===== config.mk =====
export PLATFORM = sky130hd
export DESIGN_NAME = srbna_front
export DESIGN_NICKNAME = d
export VERILOG_FILES = /design/src/srbna_pkg.sv /design/src/srbna_front.sv
export SDC_FILE = /design/constraint.sdc
export NUM_CORES = 1
export LEC_CHECK = 0
export ABC_AREA = 1
export BUFFER_PORTS_ARGS = -buffer_cell sky130_fd_sc_hd__buf_2
export CAP_MARGIN = 20
export CORE_MARGIN = 2
export CORE_UTILIZATION = 45
export DETAILED_ROUTE_END_ITERATION = 12
export PLACE_DENSITY = 0.78
export SLEW_MARGIN = 10
export SYNTH_ARGS = -nofsm -noshare
export SYNTH_HDL_FRONTEND = slang
export SYNTH_SLANG_ARGS = --single-unit
export TNS_END_PERCENT = 1

===== constraint.sdc =====
create_clock -name clk -period 3.7 [get_ports clk]
set_clock_uncertainty 0.15 [all_clocks]
set_input_delay 0.185 -clock clk [delete_from_list [all_inputs] [get_ports clk]]
set_output_delay 0.185 -clock clk [all_outputs]
set_load 0.01 [all_outputs]

===== src/srbna_pkg.sv =====
// ----------------------------------------------------------------------------
// srbna_pkg
// Shared constants, types and helpers for the scan ring buffer.
// ----------------------------------------------------------------------------
package srbna_pkg;

    localparam int SLOTS        = 8;
    localparam int MAX_ELEMS    = 2048;
    localparam int FIELD_TENTHS = 1800;
    localparam int DIST_W       = 16;

    localparam int SLOT_W  = $clog2(SLOTS);
    localparam int ELEM_W  = $clog2(MAX_ELEMS);
    localparam int FILL_W  = ELEM_W + 1;
    localparam int COUNT_W = $clog2(SLOTS + 1);
    localparam int ADDR_W  = SLOT_W + ELEM_W;
    localparam int DEPTH   = SLOTS * MAX_ELEMS;

    // angle divider: dividend 2*angle + r, divisor 2*r
    localparam int DVD_W = 13;
    localparam int DIV_W = 5;

    localparam logic [1:0] OP_PUSH  = 2'd0;
    localparam logic [1:0] OP_READ  = 2'd1;
    localparam logic [1:0] OP_QUERY = 2'd2;
    localparam logic [1:0] OP_CLEAR = 2'd3;

    localparam logic [1:0] ST_OK    = 2'd0;
    localparam logic [1:0] ST_EMPTY = 2'd1;
    localparam logic [1:0] ST_RANGE = 2'd2;
    localparam logic [1:0] ST_OVWR  = 2'd3;

    typedef struct packed {
        logic [1:0]  opcode;
        logic [15:0] reading;
        logic        last_reading;
        logic [10:0] element_index;
        logic        release_after;
        logic [10:0] angle_tenths;
    } item_t;

    typedef struct packed {
        logic [15:0] distance;
        logic [1:0]  status;
        logic [3:0]  count;
    } result_t;

    function automatic logic [3:0] res_eff(input logic [3:0] r);
        if (r == 4'd0)
            return 4'd1;
        else if (r > 4'd10)
            return 4'd10;
        else
            return r;
    endfunction

    // elements per scan, capped at MAX_ELEMS
    function automatic logic [FILL_W-1:0] elems(input logic [3:0] r);
        int e;
        case (res_eff(r))
            4'd1:    e = FIELD_TENTHS / 1 + 1;
            4'd2:    e = FIELD_TENTHS / 2 + 1;
            4'd3:    e = FIELD_TENTHS / 3 + 1;
            4'd4:    e = FIELD_TENTHS / 4 + 1;
            4'd5:    e = FIELD_TENTHS / 5 + 1;
            4'd6:    e = FIELD_TENTHS / 6 + 1;
            4'd7:    e = FIELD_TENTHS / 7 + 1;
            4'd8:    e = FIELD_TENTHS / 8 + 1;
            4'd9:    e = FIELD_TENTHS / 9 + 1;
            default: e = FIELD_TENTHS / 10 + 1;
        endcase
        if (e > MAX_ELEMS)
            e = MAX_ELEMS;
        return FILL_W'(e);
    endfunction

    function automatic logic [SLOT_W-1:0] next_slot(input logic [SLOT_W-1:0] s);
        return (s == SLOT_W'(SLOTS - 1)) ? '0 : s + 1'b1;
    endfunction

endpackage


===== src/srbna_front.sv =====
// ----------------------------------------------------------------------------
// srbna_front
// Two-entry command queue between the input port and the execution engine.
// ----------------------------------------------------------------------------
module srbna_front
    import srbna_pkg::*;
(
    input  logic        clk,
    input  logic        rst_n,
    input  logic        push,
    output logic        full,
    input  item_t       in_item,
    output logic        q_valid,
    output item_t       q_item,
    input  logic        q_pop
);

    item_t       slot_reg [2];
    logic        wr_reg, wr_next;
    logic        rd_reg, rd_next;
    logic [1:0]  cnt_reg, cnt_next;
    logic        do_push;
    logic        do_pop;

    assign full    = (cnt_reg == 2'd2);
    assign q_valid = (cnt_reg != 2'd0);
    assign q_item  = slot_reg[rd_reg];
    assign do_push = push && !full;
    assign do_pop  = q_pop && q_valid;

    always_comb
    begin
        wr_next  = do_push ? !wr_reg : wr_reg;
        rd_next  = do_pop ? !rd_reg : rd_reg;
        cnt_next = cnt_reg + {1'b0, do_push} - {1'b0, do_pop};
    end

    always_ff @(posedge clk)
    begin
        if (do_push)
            slot_reg[wr_reg] <= in_item;
    end

    always_ff @(posedge clk or negedge rst_n)
    begin
        if (!rst_n)
        begin
            wr_reg  <= 1'b0;
            rd_reg  <= 1'b0;
            cnt_reg <= 2'd0;
        end
        else
        begin
            wr_reg  <= wr_next;
            rd_reg  <= rd_next;
            cnt_reg <= cnt_next;
        end
    end

endmodule


==> flow_metrics.py, run 1 <==
metrics = {
    "route": {
        "viasPerCell": 4.52,
        "route.detailed.drc": 0,
        "wl_per_cell_um": 12.5,
        "drt-total-wl_mm": 6.18,
        "antenna_left": 0,
        "vias": 2231,
        "first_pass_iters": 4,
        "drt_iter0_markers": 91,
    },
    "power": {
        "vdd_drop_max_mv": 0.463,
        "clkPwrFrac": 0.207,
        "p_comb_frac": 0.327,
        "switching_share": 0.346,
        "internal_power_uw": 2040,
        "switchingPower_uw": 1080,
        "p_leak_uw": 0.00196,
        "power_frac_seq": 0.466,
        "powerDensity_mw_per_mm2": 696,
    },
    "worst_setup_path": {
        "cp_data_required_time_ns": 3.37,
        "r2r_cells": 3,
        "crit_type": "flop to primary output",
        "cp_top_family": "flip-flops",
        "crit_chain": "buf_4, nand2_1, nand2_1, buf_2",
        "worst-r2r-setup-slack_ns": 1.86,
        "path_buf_inv": 2,
        "cp_max_fo": 23,
        "critPathSlowestCell": "dfrtp_2",
        "cpPeakStageDelay_ns": 0.65,
        "cpMostUsedCell": "nand2_1",
        "arrival_ns": 1.64,
        "start_kind": "flop",
        "end_kind": "primary output",
        "r2r_end": "slot_reg[0][17]",
        "cp_num_cells": 4,
        "reg2reg_from": "cnt_reg[1]",
    },
    "sta": {
        "max_freq_ghz": 0.507,
        "tightestPinTransition_ns": 0.915,
        "rsz0062_at_grt": "false",
        "slew_headroom": 0.389,
        "setup_viol": 0,
        "min_period_over_period": 0.533,
        "period_minus_slack_ns": 1.97,
        "finalSetupTns_ns": 0,
        "slew_violations": 0,
        "hold_violations": 0,
    },
    "place": {
        "portBuffers": 89,
        "dp_hpwl_mm": 3.51,
        "postPlaceCellArea_mm2": 0.00382,
        "gp_congestion": 0.763,
    },
    "die": {
        "die_h_um": 89.9,
        "rows": 31,
        "initial_utilization": 0.462,
        "die_area_mm2": 0.00807,
        "die_w_um": 89.9,
        "io_pins": 90,
        "core_mm2": 0.00718,
    },
    "final_layout": {
        "largest_register_ffs": 84,
        "n_antenna_cell": 0,
        "drive_gt1_frac": 0.278,
        "finish.instance_area_mm2": 0.00448,
        "final_cell_mix": "139 x nand2_1, 89 x buf_2, 84 x edfxtp_1, 45 x dlygate4sd3_1, 9 x clkbuf_8",
        "final_util": 0.625,
        "multi_input_area_um2": 573,
        "area_growth_pct": 35.1,
        "nFillCells": 539,
        "finalNetCount": 438,
        "sequential_cell_area_mm2": 0.00262,
        "final_common_cell": "nand2_1",
    },
    "global_route": {
        "grt_max_degree": 44,
        "grt_overflow": 0,
        "grt_pass1_vias": 2194,
        "grt_pass1_wl_mm": 9.79,
        "antenna_found_initial": 0,
        "track_usage": 0.157,
    },
    "clock_network": {
        "clock-sinks": 88,
        "cts_resized": 0,
        "cts_buffers": 9,
        "cts_tree": "yes",
        "h-tree-depth": 3,
        "clk_path_buf_depth": 2,
        "cts_hold_buffers": 45,
        "path_clk_slew_ns": 0.09,
        "root_buffer": "clkbuf_8",
        "clk_latency_ns": 0.34,
        "cts_setup_buffers": 0,
    },
    "yosys": {
        "synthCells": 252,
        "yosys.cell_types.count": 10,
        "synth_area_per_cell_um2": 13.2,
        "synth-seq-cells": 88,
        "yosysWarnings": 0,
        "ys_seq_area_frac": 0.791,
        "syn_nets": 300,
        "synth_area_mm2": 0.00332,
    },
    "run": {
        "drv_cap": 0,
    },
    "min_path": {
        "hold_path_class": "input pin to asynchronous set/reset pin",
    },
    "status": {
        "status": "finished clean",
    },
}
-- cells in the mapped netlist --
library cell,count,share of area
nand2_1,139,0.16
edfxtp_1,84,0.76
inv_1,9,0.010
buf_6,5,0.017
buf_4,4,0.0091
dfrtp_1,4,0.030
nand3_1,3,0.0045
ha_1,2,0.0075
inv_6,1,0.0026
nor2_1,1,0.0011
-- power groups by stage --
stage	clock network [uW]	logic [uW]	registers (uW)
2_1_floorplan	0	692	1430
3_3_place_gp	0	957	1470
3_5_place_dp	0	983	1480
4_1_cts	662	1020	1460
5_1_grt	711	1140	1480
6_report	647	1020	1450
-- logic make-up after synthesis --
group | count (synthesis) | synth area share
buffers and inverters | 19 | 0.0389
adders and majority gates | 2 | 0.00754
and+or+nand+nor | 143 | 0.163
DFF | 88 | 0.791
-- layer usage --
metal / wire (um) / vias to the layer above / GRT usage
li1: - / 1113 / -
met1: 2600 / 1038 / 0.183
met2: 3170 / 64 / 0.270
met3: 228 / 16 / 0.0352
met4: 184 / 0 / 0.0833
met5: 0 / - / 0
-- how the worst max path moves through the flow --
| stage | endpoint | slack (ns) | from |
|---|---|---|---|
| after CTS | slot_reg[1][16] | 1.51 | cnt_reg[1] |
| after detailed placement | slot_reg[1][12] | 1.53 | cnt_reg[1] |
| after global routing | q_item[29] | 1.56 | rd_reg |
| after global placement | slot_reg[1][11] | 1.66 | cnt_reg[1] |
| after floorplan | slot_reg[1][0] | 0.78 | cnt_reg[1] |
| final | q_item[37] | 1.73 | rd_reg |
-- through the flow --
stage	hold WS, ns	setup slack (ns)	total power [uW]	cells
finish	0.0288	1.73	3120	494
CTS	0.00272	1.51	3140	493
global route	0.0345	1.56	3330	494
global placement	-0.158	1.66	2430	432
detailed placement	-0.157	1.53	2460	432
floorplan	-0.261	0.784	2120	252
-- cell type report --
type,instances,area share
Sequential cell,88,0.585
Timing Repair Buffer,136,0.206
Multi-Input combinational cell,145,0.128
Clock buffer,9,0.0276
Tap cell,99,0.0276
Clock inverter,7,0.0159
Inverter,10,0.00949
(Power assumes the default switching activity.)
==> inputs of run 2 (changes only) <==
Settings changed: ABC_AREA 1 to 0, PLACE_DENSITY 0.78 to 0.81.
Clock period 3.7 ns to 1.77 ns, I/O delays scaled along.
==> run 2 against run 1 <==
Net effect:
- the flow now finishes with violations (setup timing)
- cell area rose by 12%
- area after synthesis rose by 2.5%
- register-to-register slack got worse by 1.9 ns
- global-route usage fell by 0.35 points
- worst setup slack got worse by 1.7 ns
- sequential power rose by 110%
- die area rose by 2.4%
- via count fell by 14%
==> flow_metrics.py, run 2 <==
metrics = {
    "status": {
        "status": "finished, violations left",
        "violations": "setup timing",
    },
    "yosys": {
        "synth_area_leaders": "edfxtp_1 74%, mux2_4 17%, dfrtp_1 2.9%",
        "synth_top_area_frac": 0.742,
        "synth_top_area_cell": "edfxtp_1",
        "synth_area_mm2": 0.00340,
        "synth.most_common_cell": "edfxtp_1",
        "synth_ff_type": "edfxtp_1",
        "synth_area_per_cell_um2": 22.8,
        "yosysWarnings": 0,
        "yosys.cell_types.count": 15,
        "async_flop_share": 0.0455,
        "synth_edf_count": 84,
        "ys_seq_area_frac": 0.771,
        "synth_commonest_cells": "84 x edfxtp_1, 39 x mux2_4, 5 x buf_6",
        "syn_nets": 197,
        "synth-seq-cells": 88,
        "synthCells": 149,
    },
    "route": {
        "viasPerCell": 4.68,
        "antenna_left": 0,
        "wl_per_cell_um": 17.4,
        "vias": 1916,
        "drt-total-wl_mm": 7.14,
        "route.detailed.drc": 0,
        "drt_iter0_markers": 93,
        "first_pass_iters": 4,
    },
    "die": {
        "io_pins": 90,
        "initial_utilization": 0.466,
        "die_w_um": 90.9,
        "rows": 31,
        "die_h_um": 90.9,
        "core_mm2": 0.00729,
        "die_area_mm2": 0.00827,
    },
    "final_layout": {
        "multi_input_area_um2": 758,
        "final_cell_mix": "84 x edfxtp_1, 65 x buf_2, 46 x dlygate4sd3_1, 39 x mux2_4, 27 x buf_6",
        "drive_gt1_frac": 0.552,
        "largest_register_ffs": 84,
        "finalNetCount": 353,
        "n_antenna_cell": 0,
        "final_common_cell": "edfxtp_1",
        "final_util": 0.688,
        "area_growth_pct": 47.4,
        "nFillCells": 475,
        "sequential_cell_area_mm2": 0.00262,
    },
    "global_route": {
        "track_usage": 0.153,
        "antenna_found_initial": 0,
        "grt_overflow": 0,
        "grt_pass1_vias": 2005,
        "grt_pass1_wl_mm": 9.57,
        "grt_max_degree": 43,
    },
    "sta": {
        "hold_violations": 0,
        "slew_headroom": 0.839,
        "min_period_over_period": 1.00,
        "setup_viol": 2,
        "max_freq_ghz": 0.563,
        "tightestPinTransition_ns": 0.242,
        "rsz0062_at_grt": "true",
        "worst_slack_ns": -0.00650,
        "finalSetupTns_ns": -0.0106,
        "slew_violations": 0,
        "period_minus_slack_ns": 1.78,
    },
    "place": {
        "pre_cts_slack_ns": -0.0184,
        "gp_congestion": 0.672,
        "portBuffers": 89,
        "dp_hpwl_mm": 3.59,
    },
    "clock_network": {
        "clk_path_buf_depth": 2,
        "h-tree-depth": 3,
        "path_clk_slew_ns": 0.10,
        "cts_tree": "yes",
        "clock-sinks": 88,
        "clk_latency_ns": 0.35,
        "cts_buffers": 9,
        "root_buffer": "clkbuf_8",
    },
    "worst_setup_path": {
        "cp_data_required_time_ns": 1.53,
        "r2r_cells": 7,
        "reg2reg_from": "cnt_reg[0]",
        "cp_max_fo": 8,
        "r2r_end": "cnt_reg[1]",
        "crit_type": "flop to primary output",
        "arrival_ns": 1.54,
        "setup.worst_path.start": "rd_reg",
        "end_kind": "primary output",
        "start_kind": "flop",
        "worstSetupEndpoint": "q_item[33]",
        "worst-r2r-setup-slack_ns": 0.01,
    },
    "min_path": {
        "hold_path_class": "input pin to flop",
        "worstHoldPathCells": 2,
    },
    "run": {
        "drv_cap": 0,
    },
    "power": {
        "p_total_uw": 7730,
        "powerDensity_mw_per_mm2": 1540,
        "p_leak_uw": 0.00204,
        "vdd_drop_max_mv": 0.821,
    },
}
==> run 2: through the flow <==
step	hold WS, ns	instance area [um^2]	instances
after detailed placement	-0.245	4050	340
after global placement	-0.249	4050	340
final	0.301	5010	409
after floorplan	-0.357	3410	149
after global routing	0.287	5010	409
after CTS	0.287	4710	403
==> run 2: worst min-delay path by stage <==
stage	from	end	slack (ns)
after global routing	in_item[12]	slot_reg[1][12]	0.29
final	in_item[31]	slot_reg[0][31]	0.30
after CTS	in_item[3]	slot_reg[0][3]	0.29
after global placement	rst_n	cnt_reg[1]	-0.25
after floorplan	rst_n	cnt_reg[0]	-0.36
after detailed placement	rst_n	cnt_reg[1]	-0.25
==> run 2: what timing repair did <==
action | in CTS | in global routing
cloned | 0 | 5
pin swaps | 0 | 6
buffers inserted | 1 | 1
hold buffers | 46 | 0
resized for setup | 0 | 32
hold endpoints to repair | 90 | 0
endpoints found under the setup margin | 38 | 4
==> run 2: logic make-up (layout without fill, tap and decap cells) <==
family	Yosys count	after routing	share of synthesized area
xor gates and xnor gates	4	4	0.0103
DFF	88	88	0.771
buffers and inverters	7	168	0.0188
adders and majority gates	2	2	0.00736
and+or+nand+nor	6	6	0.0103
muxes	42	42	0.182
==> run 2: power breakdown <==
| part | leakage [uW] | total, uW | internal, uW | switching (uW) |
|---|---|---|---|---|
| Sequential | 0.000826 | 3000 | 2850 | 147 |
| Clock | 0.000101 | 1330 | 557 | 773 |
| Combinational | 0.00111 | 3400 | 1980 | 1420 |
| Total | 0.00204 | 7730 | 5390 | 2340 |
==> run 2: per-layer routing <==
layer,up-vias,global-route usage,share of wire
met2,69,0.278,0.54
met4,0,0.0593,0.015
li1,892,-,-
met1,944,0.165,0.40
met5,-,0,0
met3,11,0.0498,0.045
==> run 2: final cells by class <==
type,instances,share of cell area
clock buffers,9,0.0247
inverters,2,0.00150
well taps,99,0.0247
clock inverters,7,0.0137
flip-flops and latches,88,0.523
multi-input cells,54,0.151
repair buffers,150,0.261
==> run 2: worst max-delay path: stages (launching register included) <==
cell and delay [ns]:
dfrtp_2 0.43, buf_12 0.15, clkbuf_16 0.16, mux2_4 0.29
buf_2 0.14
